`src/nrsd_pkg.sv`:
```
package nrsd_pkg;

  // Tile limits and field widths.
  localparam int unsigned POS_W      = 17;
  localparam int unsigned CAP_W      = 16;
  localparam int unsigned ADDR_W     = 15;
  localparam int unsigned RUN_W      = 5;
  localparam int unsigned CFG_IDX_W  = 2;
  localparam int unsigned NIB_W      = 4;

  localparam logic [POS_W-1:0] MAX_PIXELS = 17'd65536;

  // Configuration register indexes.
  localparam logic [CFG_IDX_W-1:0] REG_PIXEL_TOTAL     = 2'd0;
  localparam logic [CFG_IDX_W-1:0] REG_BUFFER_CAPACITY = 2'd1;

  // Input commands.
  typedef enum logic [1:0] {
    CMD_START  = 2'd0,
    CMD_BYTE   = 2'd1,
    CMD_FINISH = 2'd2,
    CMD_UNUSED = 2'd3
  } cmd_t;

  // Result kinds.
  localparam logic KIND_WRITE  = 1'b0;
  localparam logic KIND_STATUS = 1'b1;

  // Sequencer states.
  typedef enum logic [1:0] {
    S_IDLE,
    S_DECODE,
    S_EMIT
  } state_t;

  // Operands and result of the shared position adder.
  typedef struct packed {
    logic [POS_W-1:0] base;
    logic [RUN_W-1:0] step;
    logic [POS_W-1:0] limit;
  } alu_req_t;

  typedef struct packed {
    logic [POS_W:0] sum;
    logic           over;
  } alu_res_t;

endpackage

```
`src/nrsd_alu.sv`:
```
module nrsd_alu
  import nrsd_pkg::*;
(
  input  alu_req_t req,
  output alu_res_t res
);

  // Advance the pixel position and flag a pass beyond the end of the tile.
  always_comb begin
    res.sum  = {1'b0, req.base} + {{(POS_W+1-RUN_W){1'b0}}, req.step};
    res.over = res.sum > {1'b0, req.limit};
  end

endmodule

```
`src/nrsd_top_placeholder.sv`:
```
module nrsd_out_reg
  import nrsd_pkg::*;
(
  input  logic              clk,
  input  logic              rst_n,
  input  logic              load,
  input  logic              kind,
  input  logic [ADDR_W-1:0] byte_address,
  input  logic [7:0]        byte_data,
  input  logic              merge_upper,
  input  logic              ok,
  input  logic              last,
  output logic              free,
  output logic              out_valid,
  input  logic              out_ready,
  output logic              out_kind,
  output logic [ADDR_W-1:0] out_byte_address,
  output logic [7:0]        out_byte_data,
  output logic              out_merge_upper,
  output logic              out_ok,
  output logic              out_last
);

  logic valid_r;

  // The slot may be refilled in the same cycle that its beat is taken.
  assign free      = !valid_r || out_ready;
  assign out_valid = valid_r;

  always_ff @(posedge clk) begin
    if (!rst_n) begin
      valid_r <= 1'b0;
    end else if (load) begin
      valid_r <= 1'b1;
    end else if (out_ready) begin
      valid_r <= 1'b0;
    end
  end

  // Payload needs no reset.
  always_ff @(posedge clk) begin
    if (load) begin
      out_kind         <= kind;
      out_byte_address <= byte_address;
      out_byte_data    <= byte_data;
      out_merge_upper  <= merge_upper;
      out_ok           <= ok;
      out_last         <= last;
    end
  end

endmodule

```
`src/nibble_rle_stream_decoder.sv`:
```
// Channel   Direction  Handshake              Payload
// in_       input      in_valid / in_ready    in_cmd, in_code_byte
// out_      output     out_valid / out_ready  out_kind, out_byte_address, out_byte_data,
//                                             out_merge_upper, out_ok, out_last
// cfg_      input      cfg_valid / cfg_ready  cfg_index, cfg_data
//
// An item is accepted in the idle state, decoded, and then emitted one byte write at a time:
// a status item needs no emit step, and an encoded byte gives up to nine writes.
// The single position adder produces one write per cycle while the output slot is free.
// Reset is synchronous and active low; the tile starts out failed until a start beat passes.
// A stalled output holds the sequencer; configuration writes are taken at any time.
module nibble_rle_stream_decoder
  import nrsd_pkg::*;
(
  input  logic                 clk,
  input  logic                 rst_n,
  input  logic                 in_valid,
  output logic                 in_ready,
  input  logic [1:0]           in_cmd,
  input  logic [7:0]           in_code_byte,
  output logic                 out_valid,
  input  logic                 out_ready,
  output logic                 out_kind,
  output logic [ADDR_W-1:0]    out_byte_address,
  output logic [7:0]           out_byte_data,
  output logic                 out_merge_upper,
  output logic                 out_ok,
  output logic                 out_last,
  input  logic                 cfg_valid,
  output logic                 cfg_ready,
  input  logic [CFG_IDX_W-1:0] cfg_index,
  input  logic [POS_W-1:0]     cfg_data
);

  state_t            state_r, state_nxt;
  cmd_t              cmd_r, cmd_nxt;
  logic [7:0]        code_r, code_nxt;
  logic [POS_W-1:0]  pos_r, pos_nxt;
  logic [RUN_W-1:0]  rem_r, rem_nxt;
  logic              failed_r, failed_nxt;
  logic [POS_W-1:0]  pixel_total_r;
  logic [CAP_W-1:0]  buffer_capacity_r;

  alu_req_t          alu_req;
  alu_res_t          alu_res;

  logic              slot_free;
  logic              load;
  logic              item_kind;
  logic [ADDR_W-1:0] item_addr;
  logic [7:0]        item_data;
  logic              item_merge;
  logic              item_ok;
  logic              item_last;

  logic [NIB_W-1:0]  pal;
  logic [RUN_W-1:0]  run;
  logic [RUN_W-1:0]  step;
  logic [RUN_W-1:0]  rem_left;
  logic [POS_W:0]    need_sum;
  logic              start_fail;

  assign in_ready  = (state_r == S_IDLE);
  assign cfg_ready = 1'b1;

  // Configuration registers.
  always_ff @(posedge clk) begin
    if (!rst_n) begin
      pixel_total_r     <= '0;
      buffer_capacity_r <= '0;
    end else if (cfg_valid) begin
      unique case (cfg_index)
        REG_PIXEL_TOTAL:     pixel_total_r     <= cfg_data;
        REG_BUFFER_CAPACITY: buffer_capacity_r <= cfg_data[CAP_W-1:0];
        default: ;
      endcase
    end
  end

  // Decoded fields of the held code byte.
  assign pal  = code_r[NIB_W-1:0];
  assign run  = {1'b0, code_r[7:NIB_W]} + RUN_W'(1);

  // Each write covers one pixel when the position is odd or one pixel is left, else two.
  assign step     = (pos_r[0] || rem_r < RUN_W'(2)) ? RUN_W'(1) : RUN_W'(2);
  assign rem_left = rem_r - step;

  // Start check: the tile must be non-empty, at most MAX_PIXELS, and fit the buffer packed.
  assign need_sum   = {1'b0, pixel_total_r} + (POS_W+1)'(1);
  assign start_fail = (pixel_total_r == '0) || (pixel_total_r > MAX_PIXELS) ||
                      ({1'b0, buffer_capacity_r} < need_sum[POS_W:1]);

  // The shared adder checks the run in decode and advances the position in emit.
  always_comb begin
    alu_req.base  = pos_r;
    alu_req.limit = pixel_total_r;
    alu_req.step  = (state_r == S_EMIT) ? step : run;
  end

  nrsd_alu u_alu (
    .req (alu_req),
    .res (alu_res)
  );

  // Sequencer: next state and the item offered to the output register.
  always_comb begin
    state_nxt  = state_r;
    cmd_nxt    = cmd_r;
    code_nxt   = code_r;
    pos_nxt    = pos_r;
    rem_nxt    = rem_r;
    failed_nxt = failed_r;
    load       = 1'b0;
    item_kind  = KIND_STATUS;
    item_addr  = '0;
    item_data  = '0;
    item_merge = 1'b0;
    item_ok    = 1'b0;
    item_last  = 1'b1;
    unique case (state_r)
      S_IDLE: begin
        if (in_valid) begin
          cmd_nxt   = cmd_t'(in_cmd);
          code_nxt  = in_code_byte;
          state_nxt = S_DECODE;
        end
      end
      S_DECODE: begin
        if (cmd_r == CMD_UNUSED) begin
          state_nxt = S_IDLE;
        end else if (slot_free) begin
          state_nxt = S_IDLE;
          unique case (cmd_r)
            CMD_START: begin
              pos_nxt    = '0;
              failed_nxt = start_fail;
              load       = 1'b1;
              item_ok    = !start_fail;
            end
            CMD_FINISH: begin
              load    = 1'b1;
              item_ok = !failed_r && (pos_r == pixel_total_r);
            end
            default: begin
              if (failed_r) begin
                load = 1'b1;
              end else if (alu_res.over) begin
                failed_nxt = 1'b1;
                load       = 1'b1;
              end else begin
                rem_nxt   = run;
                state_nxt = S_EMIT;
              end
            end
          endcase
        end
      end
      S_EMIT: begin
        if (slot_free) begin
          load       = 1'b1;
          item_kind  = KIND_WRITE;
          item_addr  = pos_r[ADDR_W:1];
          item_ok    = 1'b1;
          item_last  = (rem_left == '0);
          item_merge = pos_r[0];
          if (pos_r[0]) begin
            item_data = {pal, {NIB_W{1'b0}}};
          end else if (step == RUN_W'(2)) begin
            item_data = {pal, pal};
          end else begin
            item_data = {{NIB_W{1'b0}}, pal};
          end
          pos_nxt = alu_res.sum[POS_W-1:0];
          rem_nxt = rem_left;
          if (rem_left == '0) begin
            state_nxt = S_IDLE;
          end
        end
      end
      default: state_nxt = S_IDLE;
    endcase
  end

  // Control state.
  always_ff @(posedge clk) begin
    if (!rst_n) begin
      state_r  <= S_IDLE;
      pos_r    <= '0;
      failed_r <= 1'b1;
      rem_r    <= '0;
    end else begin
      state_r  <= state_nxt;
      pos_r    <= pos_nxt;
      failed_r <= failed_nxt;
      rem_r    <= rem_nxt;
    end
  end

  // Held command beat.
  always_ff @(posedge clk) begin
    cmd_r  <= cmd_nxt;
    code_r <= code_nxt;
  end

  nrsd_out_reg u_out (
    .clk              (clk),
    .rst_n            (rst_n),
    .load             (load),
    .kind             (item_kind),
    .byte_address     (item_addr),
    .byte_data        (item_data),
    .merge_upper      (item_merge),
    .ok               (item_ok),
    .last             (item_last),
    .free             (slot_free),
    .out_valid        (out_valid),
    .out_ready        (out_ready),
    .out_kind         (out_kind),
    .out_byte_address (out_byte_address),
    .out_byte_data    (out_byte_data),
    .out_merge_upper  (out_merge_upper),
    .out_ok           (out_ok),
    .out_last         (out_last)
  );

`ifndef SYNTHESIS
  // A status beat always closes its command.
  a_status_last: assert property (@(posedge clk) disable iff (!rst_n)
    out_valid && out_kind == KIND_STATUS |-> out_last)
    else $error("status beat without last");

  // Every write beat reports success.
  a_write_ok: assert property (@(posedge clk) disable iff (!rst_n)
    out_valid && out_kind == KIND_WRITE |-> out_ok)
    else $error("write beat with ok low");

  // A merge writes only the upper nibble.
  a_merge_upper: assert property (@(posedge clk) disable iff (!rst_n)
    out_valid && out_merge_upper |-> out_byte_data[NIB_W-1:0] == '0)
    else $error("merge beat carries lower nibble");

  // The emitter never runs with an empty run.
  a_emit_rem: assert property (@(posedge clk) disable iff (!rst_n)
    state_r == S_EMIT |-> rem_r != '0)
    else $error("emit state with no pixels left");

  // A beat is not taken while the previous one is still being worked.
  a_one_item: assert property (@(posedge clk) disable iff (!rst_n)
    in_valid && in_ready |=> !in_ready)
    else $error("input accepted on consecutive cycles");
`endif

endmodule

```
`config.mk`:
```
export PLATFORM = sky130hd
export DESIGN_NAME = nibble_rle_stream_decoder
export DESIGN_NICKNAME = d
export VERILOG_FILES = /design/src/nrsd_pkg.sv /design/src/nrsd_alu.sv /design/src/nrsd_top_placeholder.sv /design/src/nibble_rle_stream_decoder.sv
export SDC_FILE = /design/constraint.sdc
export NUM_CORES = 1
export LEC_CHECK = 0
export ABC_CLOCK_PERIOD_IN_PS = 10000
export BUFFER_PORTS_ARGS = -buffer_cell sky130_fd_sc_hd__buf_2
export CAP_MARGIN = 0
export CELL_PAD_IN_SITES_DETAIL_PLACEMENT = 2
export CELL_PAD_IN_SITES_GLOBAL_PLACEMENT = 2
export CORE_ASPECT_RATIO = 0.5
export CORE_MARGIN = 10
export CORE_UTILIZATION = 39
export DETAILED_ROUTE_END_ITERATION = 16
export HOLD_SLACK_MARGIN = 0.15
export PLACE_DENSITY_LB_ADDON = 0.1
export SYNTH_ARGS = -nofsm -noshare
export SYNTH_HDL_FRONTEND = slang
export SYNTH_SLANG_ARGS = --single-unit
```
`constraint.sdc`:
```
create_clock -name clk -period 10 [get_ports clk]
set_input_delay 1 -clock clk [delete_from_list [all_inputs] [get_ports clk]]
set_output_delay 1 -clock clk [all_outputs]
set_load 0.02 [all_outputs]
```
==> results_dict.tcl <==
set metrics [dict create \
    status "finished, final reports clean" \
    drt_pre_antenna_iters 5 \
    cts.sinks 96 \
    dp_slack_ns 3.725 \
    routed_via_density 5.571 \
    grt_usage_pct 19.81 \
    comb_power_share_pct 11.2 \
    ys_seq_elements 96 \
    switching_share_pct 27.13 \
    cp.arrival_ns 6.45 \
    leakagePower_nw 2.511 \
    syn_inst 655 \
    holdCritStartpoint "buffer_capacity_r[0]" \
    min_period_ns 6.432 \
    max-vdd-ir-drop_mv 0.08034 \
    reg2reg_slack_ns 3.57 \
    worstSetupEndpointType "flop" \
    syn_avg_cell_area_um2 8.623 \
    cp-start-kind "flop" \
    crit_required_ns 10.02 \
    seq_area_mm2 0.002292 \
    p_seq_share_pct 47.5 \
    cts_buffers 9 \
    placed_area_mm2 0.006072 \
    clock-root-buffer "clkbuf_16" \
    clk_pin_slew_worst_paths_ns 0.08 \
    synthFlopType "dfxtp_1" \
    multi_input_area_mm2 0.003068 \
    ys_types 54 \
    drv_cap 0 \
    grt-ovfl-total 0 \
    yosysSeqAreaShare_pct 40.58 \
    setup_tns_ns 0 \
    fin_total_pwr_w 0.0008922 \
    drtIter0Drc 300 \
    synth_top_area_share_pct 20.91 \
    fp.dieArea_mm2 0.01999 \
    hold_path_end "buffer_capacity_r[0]" \
    synth_most_common_cell "nand2_1" \
    io_pins 64 \
    initial_core_util_pct 40.78 \
    finalClockSkew_ns 0.01230 \
    grt_max_degree 30 \
    dieHeight_um 105.1 \
    timing.rr.end "u_out.out_byte_data[7]" \
    vias 4947 \
    fmaxAchievable_mhz 155.5 \
    hpwlAfterDp_mm 14.90 \
    cts_tree "done" \
    rsz0062_at_grt "false" \
    fin_util_pct 46.04 \
    switchingPower_w 0.0002420 \
    hold_buffers 0 \
    setup_ws_ns 3.568 \
    drt_wl_total_mm 19.64 \
    drv_slew 0 \
    final_area_mm2 0.006377 \
    wl_per_cell_um 22.12 \
    synth_edf_count 37 \
    critical_path_class "flop to flop" \
    r2r_start "state_r[0]" \
    io_buffers 62 \
    cp_max_fo 28 \
    tightest_slew_ns 0.9347 \
    die_x_um 190.2 \
    grt_first_pass_wirelength_mm 31.22 \
    drc 0 \
    period_share_pct 64.32 \
    syn_nets 736 \
    syn_to_final_growth_pct 12.92 \
    htree_levels 3 \
    antenna_found_initial 0 \
    cts.repair.resized 0 \
    hp-class "flop to flop" \
    final_nets 772 \
    std_cell_rows 30 \
    synth_top_area_cell "dfxtp_1" \
    fill_cells 1546 \
    yosys_warnings 0 \
    clock_power_share_pct 41.4 \
    gp_congestion 0.8126 \
    relSlewSlack_pct 37.69 \
    ant_nets 0 \
    synth_area_leaders "dfxtp_1 (21%), edfxtp_1 (20%), ha_1 (10%)" \
    hold_viol 0 \
    layout-drive-gt1-share_pct 12.21 \
    pwr_density_cell_mw_per_mm2 139.9 \
    synth_commonest_cells "nand2_1 (108), dfxtp_1 (59), a21oi_1 (58)" \
    diodes 0 \
    cts_setup_buffers 0 \
    core_mm2 0.01385 \
    p_int_w 0.0006502 \
    netlist_area_mm2 0.005648 \
    r2r_cells 22 \
    clk_path_buf_depth 2 \
    async_flop_share_pct 0 \
    clk_latency_ns 0.37 \
    grt_pass1_vias 5317 \
    min_path_cells 2 \
    setup_violations 0 \
]
-- registers in the layout, indices dropped and copies added, names as in the netlist, 2 cells and up --
name and flops:
pixel_total_r 17, pos_r 17, buffer_capacity_r 16, u_out.out_byte_address 15
code_r 8, u_out.out_byte_data 8, rem_r 5, cmd_r 2
state_r 2
-- cells in the final DEF (no fill, tap or decap), types with 8 or more instances in the layout --
master     instances
ha_1              45
buf_2             62
a21oi_1           57
a21o_1            13
clkbuf_16          9
xor2_1             8
nor2_1            39
o21ai_0           16
nor3_1            19
nand3_1           21
dfxtp_1           59
and3_1            21
inv_1             36
nand2_1          108
edfxtp_1          37
xnor2_1           43
o211ai_1           8
-- cell type report --
type                            instances  area share, %
Multi-Input combinational cell        482          48.11
Sequential cell                        96          35.94
Timing Repair Buffer                   65          5.219
Tap cell                              192          3.767
Clock buffer                           10          3.590
Inverter                               37          2.178
Clock inverter                          6          1.197
-- per-stage QoR --
stage                     instances  hold slack (ns)
after floorplan                 655           0.4367
after global placement          872           0.4536
after detailed placement        872           0.4583
after CTS                       888           0.4702
after global routing            888           0.4876
final                           888           0.4667
-- kinds of logic (layout without fill, tap and decap cells) --
family / count (synthesis) / after routing / share of synthesized area [%]
multiplexers: 1 / 1 / 0.1772
XOR/XNOR: 51 / 51 / 7.909
flip-flops: 96 / 96 / 40.58
adder cells (fa/ha/maj): 47 / 47 / 10.68
AO/OA/AOI/OAI: 132 / 132 / 14.49
other: 1 / 1 / 0.06640
buffers and inverters: 77 / 118 / 5.250
AND/OR/NAND/NOR: 250 / 250 / 20.85
-- worst max-delay path by stage --
stage	startpoint	to	slack (ns)	depth (start not counted)
floorplan	state_r[0]	u_out.out_byte_address[0]	4.03	24
global placement	state_r[0]	u_out.out_byte_address[5]	4.18	22
detailed placement	state_r[0]	u_out.out_byte_data[6]	3.72	22
CTS	state_r[0]	u_out.out_byte_data[0]	3.63	22
global route	state_r[0]	u_out.out_byte_data[2]	3.01	22
finish	state_r[0]	u_out.out_byte_data[7]	3.57	22
-- power groups by stage --
| stage | Combinational (W) | Clock (W) | Sequential, W |
|---|---|---|---|
| final | 0.0000996 | 0.000369 | 0.000424 |
| after global routing | 0.000111 | 0.000390 | 0.000425 |
| after CTS | 0.000100 | 0.000375 | 0.000424 |
| after detailed placement | 0.0000978 | 0 | 0.000432 |
| after global placement | 0.0000927 | 0 | 0.000432 |
| after floorplan | 0.0000628 | 0 | 0.000430 |
-- critical path: stages (launching register included) --
cell,delay (ns)
dfxtp_1,0.33
inv_1,0.09
ha_1,0.76
inv_1,0.43
nor2_1,0.29
a21o_1,0.15
inv_1,0.07
fa_1,0.42
nor2b_1,0.13
o21ai_0,0.11
a21boi_0,0.51
o2111ai_1,0.34
nor2_1,0.30
xor2_1,0.14
ha_1,0.33
nand3_1,0.09
nor3_1,0.24
a21boi_0,0.25
o31a_1,0.22
or2_1,0.20
o21bai_1,0.14
a21oi_2,0.17
buf_4,0.36
-- layer usage --
metal	track usage, %	part of all wire, %	up-vias
li1	-	-	2364
met4	4.078	0.99	0
met5	0	0	-
met2	30.97	44	125
met3	4.711	5.5	16
met1	27.10	49	2442
(Power assumes the default switching activity.)
